--- config.mk ---
export PLATFORM = sky130hd
export DESIGN_NAME = slot_event_compacting_table
export DESIGN_NICKNAME = d
export VERILOG_FILES = /design/src/design/sect_pkg.sv /design/src/design/sect_cell.sv /design/src/design/slot_event_compacting_table.sv
export SDC_FILE = /design/constraint.sdc
export NUM_CORES = 2
export LEC_CHECK = 0
export BUFFER_PORTS_ARGS = -buffer_cell sky130_fd_sc_hd__buf_4
export CAP_MARGIN = 30
export CORE_MARGIN = 3
export CORE_UTILIZATION = 35
export CTS_BUF_LIST = sky130_fd_sc_hd__clkbuf_8
export DETAILED_ROUTE_END_ITERATION = 16
export PLACE_DENSITY_LB_ADDON = 0.08
export SYNTH_ARGS = -nofsm -noshare
export SYNTH_HDL_FRONTEND = slang
export SYNTH_SLANG_ARGS = --single-unit
export TNS_END_PERCENT = 5
--- constraint.sdc ---
create_clock -name clk_i -period 13.6 [get_ports clk_i]
set_input_delay 0.68 -clock clk_i [delete_from_list [all_inputs] [get_ports clk_i]]
set_output_delay 0.68 -clock clk_i [all_outputs]
set_load 0.005 [all_outputs]
--- src/design/sect_pkg.sv ---
// ----------------------------------------------------------------------------
// sect_pkg
// Shared types and status codes for the slot event compacting table.
// ----------------------------------------------------------------------------
package sect_pkg;

  localparam int unsigned SlotW    = 31;
  localparam int unsigned PayloadW = 32;
  localparam int unsigned StatusW  = 3;

  localparam logic [StatusW-1:0] ST_ACCEPTED = 3'd0;
  localparam logic [StatusW-1:0] ST_FULL     = 3'd1;
  localparam logic [StatusW-1:0] ST_REJECTED = 3'd2;
  localparam logic [StatusW-1:0] ST_NO_MATCH = 3'd3;
  localparam logic [StatusW-1:0] ST_MATCHED  = 3'd4;

  localparam logic OP_SCHEDULE = 1'b0;
  localparam logic OP_CONSUME  = 1'b1;

  typedef struct packed {
    logic                valid;
    logic                pending;
    logic [SlotW-1:0]    slot;
    logic [PayloadW-1:0] payload;
  } entry_t;

  typedef struct packed {
    logic shift;
    logic ins_en;
    logic start;
  } ctrl_t;

endpackage

--- src/design/sect_cell.sv ---
// ----------------------------------------------------------------------------
// sect_cell
// One table cell: holds an entry, takes its right neighbor's entry on a
// shift, and captures the inserted entry when it is the first free cell.
// ----------------------------------------------------------------------------
module sect_cell
  import sect_pkg::*;
(
  input  logic   clk_i,
  input  logic   rst_ni,
  input  ctrl_t  ctrl_i,
  input  entry_t right_i,
  input  logic   left_vnext_i,
  input  entry_t ins_i,
  output logic   vnext_o,
  output entry_t entry_o
);

  logic                valid_q;
  logic                pending_q;
  logic [SlotW-1:0]    slot_q;
  logic [PayloadW-1:0] payload_q;
  entry_t              entry_q;
  entry_t              shifted;
  entry_t              entry_d;
  logic                insert;

  assign entry_q = {valid_q, pending_q, slot_q, payload_q};

  always_comb begin
    shifted = ctrl_i.shift ? right_i : entry_q;
    insert  = ctrl_i.ins_en && !shifted.valid && left_vnext_i;
    entry_d = shifted;
    if (insert) begin
      entry_d         = ins_i;
      entry_d.valid   = 1'b1;
      entry_d.pending = 1'b0;
    end
    if (ctrl_i.start) begin
      entry_d.pending = shifted.valid;
    end
  end

  always_ff @(posedge clk_i or negedge rst_ni) begin
    if (!rst_ni) begin
      valid_q   <= 1'b0;
      pending_q <= 1'b0;
    end else begin
      valid_q   <= entry_d.valid;
      pending_q <= entry_d.pending;
    end
  end

  always_ff @(posedge clk_i) begin
    slot_q    <= entry_d.slot;
    payload_q <= entry_d.payload;
  end

  assign vnext_o = shifted.valid;
  assign entry_o = entry_q;

endmodule

--- src/design/slot_event_compacting_table.sv ---
// A schedule transfer's result is registered and shown in the cycle after it.
// A consume transfer scans the entries that are live at its start in order:
// the head cell is examined once per cycle as the cell row shifts left.
// One schedule per cycle unless the output stalls; consumes block new input.
// Reset clears all cell valid bits, the control state and the output stage.
// ----------------------------------------------------------------------------
// slot_event_compacting_table
// Ordered event table built as a row of cells; consume drops older entries,
// removes the first match and recompacts by rotating survivors to the tail.
// ----------------------------------------------------------------------------
module slot_event_compacting_table
  import sect_pkg::*;
#(
  parameter int unsigned TABLE_DEPTH = 16
) (
  input  logic                clk_i,
  input  logic                rst_ni,
  input  logic                in_valid_i,
  output logic                in_ready_o,
  input  logic                operation_i,
  input  logic signed [31:0]  slot_number_i,
  input  logic                entry_valid_i,
  input  logic [PayloadW-1:0] event_payload_i,
  output logic                out_valid_o,
  input  logic                out_ready_i,
  output logic [StatusW-1:0]  status_o,
  output logic [SlotW-1:0]    matched_slot_o,
  output logic [PayloadW-1:0] matched_payload_o
);

  typedef enum logic {StIdle, StRun} state_e;

  state_e               state_q;
  logic                 out_valid_q;
  logic [StatusW-1:0]   status_q;
  logic [SlotW-1:0]     mslot_q;
  logic [PayloadW-1:0]  mpay_q;
  logic [SlotW-1:0]     target_q;
  logic                 found_q;

  entry_t               cell_entry [TABLE_DEPTH];
  entry_t               cell_right [TABLE_DEPTH];
  logic   [TABLE_DEPTH-1:0] vnext;
  ctrl_t                ctrl;
  entry_t               ins;
  entry_t               head;

  logic out_free;
  logic accept;
  logic negative;
  logic sched_ok;
  logic full;
  logic head_older;
  logic head_match;
  logic run_done;
  logic out_set;

  assign out_free   = !out_valid_q || out_ready_i;
  assign in_ready_o = (state_q == StIdle) && out_free;
  assign accept     = in_valid_i && in_ready_o;
  assign negative   = slot_number_i[31];
  assign full       = cell_entry[TABLE_DEPTH-1].valid;
  assign sched_ok   = entry_valid_i && !negative && !full;
  assign head       = cell_entry[0];
  assign head_older = head.slot < target_q;
  assign head_match = !found_q && (head.slot == target_q);
  assign run_done   = !head.pending;
  assign out_set    = (state_q == StIdle) ?
                      (accept && ((operation_i == OP_SCHEDULE) || negative)) :
                      (run_done && out_free);

  always_comb begin
    ctrl.start  = accept && (operation_i == OP_CONSUME) && !negative;
    ctrl.shift  = (state_q == StRun) && head.pending;
    ctrl.ins_en = 1'b0;
    ins         = head;
    if (state_q == StIdle) begin
      ctrl.ins_en = accept && (operation_i == OP_SCHEDULE) && sched_ok;
      ins.slot    = slot_number_i[SlotW-1:0];
      ins.payload = event_payload_i;
    end else begin
      ctrl.ins_en = head.pending && !head_older && !head_match;
    end
  end

  for (genvar i = 0; i < TABLE_DEPTH; i++) begin : g_cell
    if (i == TABLE_DEPTH - 1) begin : g_tail
      assign cell_right[i] = '0;
    end else begin : g_mid
      assign cell_right[i] = cell_entry[i+1];
    end

    sect_cell u_cell (
      .clk_i       (clk_i),
      .rst_ni      (rst_ni),
      .ctrl_i      (ctrl),
      .right_i     (cell_right[i]),
      .left_vnext_i((i == 0) ? 1'b1 : vnext[(i == 0) ? 0 : i-1]),
      .ins_i       (ins),
      .vnext_o     (vnext[i]),
      .entry_o     (cell_entry[i])
    );
  end

  always_ff @(posedge clk_i or negedge rst_ni) begin
    if (!rst_ni) begin
      state_q     <= StIdle;
      out_valid_q <= 1'b0;
      status_q    <= ST_ACCEPTED;
      mslot_q     <= '0;
      mpay_q      <= '0;
      target_q    <= '0;
      found_q     <= 1'b0;
    end else begin
      out_valid_q <= out_set || (out_valid_q && !out_ready_i);
      unique case (state_q)
        StIdle: begin
          if (accept) begin
            if (operation_i == OP_SCHEDULE) begin
              mslot_q     <= '0;
              mpay_q      <= '0;
              priority if (!entry_valid_i || negative) begin
                status_q <= ST_REJECTED;
              end else if (full) begin
                status_q <= ST_FULL;
              end else begin
                status_q <= ST_ACCEPTED;
              end
            end else if (negative) begin
              status_q    <= ST_REJECTED;
              mslot_q     <= '0;
              mpay_q      <= '0;
            end else begin
              target_q <= slot_number_i[SlotW-1:0];
              found_q  <= 1'b0;
              mslot_q  <= '0;
              mpay_q   <= '0;
              state_q  <= StRun;
            end
          end
        end
        StRun: begin
          if (run_done) begin
            if (out_free) begin
              status_q    <= found_q ? ST_MATCHED : ST_NO_MATCH;
              state_q     <= StIdle;
            end
          end else if (!head_older && head_match) begin
            found_q <= 1'b1;
            mslot_q <= head.slot;
            mpay_q  <= head.payload;
          end
        end
        default: state_q <= StIdle;
      endcase
    end
  end

  assign out_valid_o       = out_valid_q;
  assign status_o          = status_q;
  assign matched_slot_o    = mslot_q;
  assign matched_payload_o = mpay_q;

endmodule
* After elaboration in Yosys (flattened, before gate mapping)
Cells that the tools add are included.
W data, S select, Z words.
** Storage, ports and cells
- Register bits :: 1140
- Output and inout bits :: 68
- Latch bits :: 0
- Memory bits (read-only) :: 0
- Memory bits (writable) :: 0
- Memories :: 0
- Logic and storage cells :: 276
** Cells by class
- Reductions and logical operators :: 112
- Shift-type cells :: 0
- Add/subtract/negate cells :: 0
- Bitwise gates (word level) :: 3
- Div/mod/pow operators :: 0
- Multiplexer cells :: 80
- Order comparisons :: 1
- $mul :: 0
- Equal/unequal tests :: 9
** Operators with widths (number)
- $mux W65 :: 32
- $mux W32 :: 3
- $mux W31 :: 3
- $pmux W32 S2 :: 1
- $mux W63 :: 1
- $pmux W31 S2 :: 1
- $reduce_bool A3 Y1 :: 16
- $logic_and A1 B1 Y1 :: 47
- $reduce_bool A2 Y1 :: 16
- $eq A31 B31 Y1 :: 1
- $lt A31 B31 Y1 :: 1
- $mux W1 :: 29
- $logic_not A1 Y1 :: 25
- $mux W3 :: 6
- $ne A2 B2 Y1 const B :: 4
- $reduce_and A4 Y1 :: 2
- $ne A2 B1 Y1 const B :: 3
- $pmux W3 S2 :: 1
- $reduce_and A5 Y1 :: 1
- $logic_or A1 B1 Y1 :: 4
- $pmux W1 S2 :: 2
- $ne A3 B3 Y1 const B :: 1
- $not A1 Y1 :: 3
- $reduce_and A3 Y1 :: 1
- $mux W2 :: 1

* Longest topological paths before layout
- Word-level depth :: 11
- Mapped depth :: 11
- Depth with buffers taken out :: 8

* By module
Synthesis repeated with hierarchy kept, for this count alone.
** Unflattened totals
- Cells, all modules :: 5475
- Area total of the unflattened synthesis :: 61293.8 um2
** By module, submodules not included
- sect_cell :: times used 16, area each 3425.8 um2, cells an instance 299, seq. area each 1941.9 um2
- slot_event_compacting_table :: times used 1, area each 6481.2 um2, cells an instance 691, seq. area each 2502.4 um2

* Worst setup path before layout
No wires, ideal clock.
- Path type :: in2reg
- Start point :: input port operation_i
- End point :: register g_cell[10].u_cell.payload_q[0] (enable)
- Data required time :: 13.029 ns
- Data arrival time :: 5.863 ns
- Stages on the path :: 4
- Path slack :: 7.165 ns
- Library setup time :: 0.571 ns
- Path through :: nor4b_1 nand4_1 clkbuf_1 o21ai_0
** On the way
- Longest elaborated chain between the ends :: 7
** RTL lines
- start, declared :: RTL line slot_event_compacting_table.sv:20 : input logic operation_i,
- $not A1 Y1
- $logic_and A1 B1 Y1 (2 in a row) :: RTL line slot_event_compacting_table.sv:78 : ctrl.ins_en = accept && (operation_i == OP_SCHEDULE) && sched_ok;
- $mux W1 :: RTL line slot_event_compacting_table.sv:77 : if (state_q == StIdle) begin
- $logic_and A1 B1 Y1 (2 in a row) :: RTL line sect_cell.sv:32 : insert = ctrl_i.ins_en && !shifted.valid && left_vnext_i;
- $reduce_bool A2 Y1 (no source line)
- end signal, assigned :: RTL line sect_cell.sv:56 : payload_q <= entry_d.payload;
- end, declared :: RTL line sect_cell.sv:22 : logic [PayloadW-1:0] payload_q;
No other way between the ends.
A chain may end at the register's enable or synchronous reset.

==> summary.md <==
| Metric | Value |
|---|---|
| Setup bufs post-CTS | `0` |
| Final Util | `40.2%` |
| Filler cells | `13,667` |
| Mapped Area | `50,200 um^2` |
| Worst Path Required | `14.19 ns` |
| Worst reg2reg setup slack | `8.55 ns` |
| Syn-to-layout area delta | `13.7%` |
| Die area | `148,000 um^2` |
| Post-place setup slack | `8.51 ns` |
| Worst-path cell chain | `buf_4 > inv_1 > nand4_1 > buf_4 > o211ai_1 > o21a_1 > buf_4 > o21ai_4 > buf_4 > buf_4 > mux2i_1` |
| Port bufs | `137` |
| Main synth FF type | `edfxtp_1` |
| Via density per instance | `5.26` |
| Final hold vios | `0` |
| H-tree levels | `4` |
| Crit path time final | `5.05 ns` |
| CTS tree | `built` |
| Drt total wl | `132 mm` |
| Chip height | `385 um` |
| Synth cell types | `51` |
| Drt first pass iters | `5` |
| Total negative slack | `0 ns` |
| Register area share after synthesis | `66.9%` |
| Vias in the first global route | `33,369` |
| Root Buffer | `clkbuf_8` |
| Largest net degree at the start of global routing | `214` |
| Slowest cell on crit path | `dfrtp_4` |
| Gr busiest metal | `met2` |
| Clock Skew | `0.0422 ns` |
| Max Slew Vio Count | `0` |
| Area of the multi-input gates | `15,100 um^2` |
| Io pins | `138` |
| Initial Util | `35.4%` |
| Period Utilization, post-route | `37.2%` |
| Synth top area share | `60.3%` |
| Max incr delay on CP | `0.80 ns` |
| CP endpoint kind | `register` |
| Most frequent cells in the layout | `nand2_1 (1,146), edfxtp_1 (1,008), o22ai_1 (886), buf_4 (261), clkbuf_8 (214)` |
| Die width | `385 um` |
| Startpoint Class | `register` |
| MaxCap Viol Count | `0` |
| Hold Path Class | `input pin to register` |
| Measured slew at the worst slew-check pin | `1.21 ns` |
| Synth Warn # | `0` |
| Grt met3 use | `2.94%` |
| Largest area contributor in the netlist | `edfxtp_1` |
| CTS Buf Count | `194` |
| DP HPWL | `74.6 mm` |
| Syn Nets | `4,340` |
| Arrival @ worst endpoint | `5.65 ns` |
| First-pass GRT wire length | `208 mm` |
| Post-CTS sizing | `0` |
| Synthesized area per cell | `11.8 um^2` |
| RSZ-0062 raised after global routing | `false` |
| Worst-path clk slew | `0.06 ns` |
| 1st-iter DRT viols | `2,622` |
| Total Routing Usage GR | `17.8%` |
| GPL Wtd Cong | `0.752` |
| Routed wire per std cell | `20.8 um` |
| Power Density | `180 nW/um^2` |
| Residual DRC | `0` |
| Top post-synthesis cells by area | `edfxtp_1 (60%), o22ai_1 (11%), nand2_1 (8.6%)` |
| WHS | `0.152 ns` |
| CTS Hold Bufs | `32` |
| Clk Latency, worst-skew pair | `0.88 ns` |
| Met1 Use GR | `26.0%` |
| Leakage | `0.0194 uW` |
| Global Route met2 Usage | `27.2%` |
| Commonest non-fill, non-tap cell in the layout | `nand2_1` |
| Critical path type | `register to register` |
| Grt total ovfl | `0` |
| Final setup violation count | `0` |
| Synth Instances | `4,239` |
| Clk sink count | `1,140` |
| Initial antenna violation count | `1` |
| Routed Antenna Nets | `0` |
| Status | `finished, final reports clean` |
| Max Clock Freq | `198 MHz` |
| Reg area | `33,600 um^2` |
| Clock Path Buffers | `3` |
| Fraction of registers with async set/reset | `11.6%` |
| Worst setup margin | `8.55 ns` |
| Nets | `4,412` |
| Max-slew headroom | `19.3%` |
| Share of cells above drive strength 1 | `15.0%` |
| Synth Register Bits | `1,140` |
| VDD IR-drop max | `0.0985 mV` |
| Most frequent CP cell | `buf_4` |
| Crit path max fanout | `50` |
| Row count | `138` |
| Vias | `33,417` |
| EDFF count, synth | `1,008` |
| Core Area | `142,000 um^2` |
-- kinds of logic after synthesis --
logic type	count (synthesis)	share of synthesized area, %
buffers and inverters	461	4.12
adders and majority gates	31	0.772
and+or+nand+nor	1302	10.1
muxes	144	2.88
DFF	1140	66.9
AOI/OAI and AO/OA	1161	15.3
-- final cells by class --
class                           instances  area share, %
Inverter                               34          0.223
Tap cell                             1890           4.14
Timing Repair Buffer                  303           4.25
Antenna cell                            1        0.00438
Clock buffer                          214           5.16
Clock inverter                        131           1.02
Sequential cell                      1140           58.8
Multi-Input combinational cell       2638           26.4
-- per-layer routing --
metal  vias to the layer above  wire [um]
li1                      16092          -
met4                         0       2410
met3                       182       5790
met1                     16454      65800
met5                         -          0
met2                       689      58200
-- cells in the mapped netlist, types with 12 or more instances --
cell type / instances
dfrtp_1: 132
ha_1: 31
buf_6: 12
o22ai_1: 886
nor2_1: 91
o21ai_0: 59
o31ai_1: 64
buf_1: 12
edfxtp_1: 1008
and3_1: 15
inv_1: 34
buf_2: 154
clkbuf_1: 234
a31o_2: 63
nand2b_1: 16
buf_4: 15
a21oi_1: 17
a21o_1: 14
nand2_1: 1148
mux2i_1: 142
a22o_1: 12
-- per-stage QoR --
stage / power, uW / std cells / cell area, um^2
2_1_floorplan: 6610 / 4239 / 50200
5_1_grt: 10900 / 6351 / 57100
6_report: 10300 / 6351 / 57100
3_3_place_gp: 7460 / 5966 / 53200
3_5_place_dp: 7500 / 5972 / 53200
4_1_cts: 10400 / 6349 / 57100
-- power breakdown --
group          total (uW)  leakage [uW]  internal [uW]  switching (uW)
combinational        2460       0.00611            777            1690
sequential           4950        0.0112           4680             267
clock                2840       0.00208           1450            1390
-- flip-flops by register name, summed over array words and instances (netlist names) --
register                 count
target_q                    31
g_cell.u_cell.payload_q    512
matched_payload_o           32
g_cell.u_cell.slot_q       496
state_q                      1
matched_slot_o              31
found_q                      1
g_cell.u_cell.pending_q     16
g_cell.u_cell.valid_q       16
status_o                     3
out_valid_o                  1
-- path summary, 6_finish.rpt --
path | depth (start not counted) | endpoint | start
hold / removal | 3 | out_valid_o | in_valid_i
max in group asynchronous | 3 | matched_payload_o[21] | rst_ni
setup reg to reg | 11 | g_cell[14].u_cell.payload_q[30] | state_q
hold reg to reg | 1 | matched_payload_o[31] | g_cell[0].u_cell.payload_q[31]
setup / recovery | 11 | g_cell[14].u_cell.payload_q[30] | state_q
min in group asynchronous | 2 | matched_slot_o[24] | rst_ni
-- critical path: cells and delay by family, from the launching register on --
kind                   cells  cell delay (ns)
muxes                      1             0.15
AOI/OAI and AO/OA          3             0.71
buffers and inverters      6             2.85
and+or+nand+nor            1             0.16
DFF                        1             0.80
(Power assumes the default switching activity.)
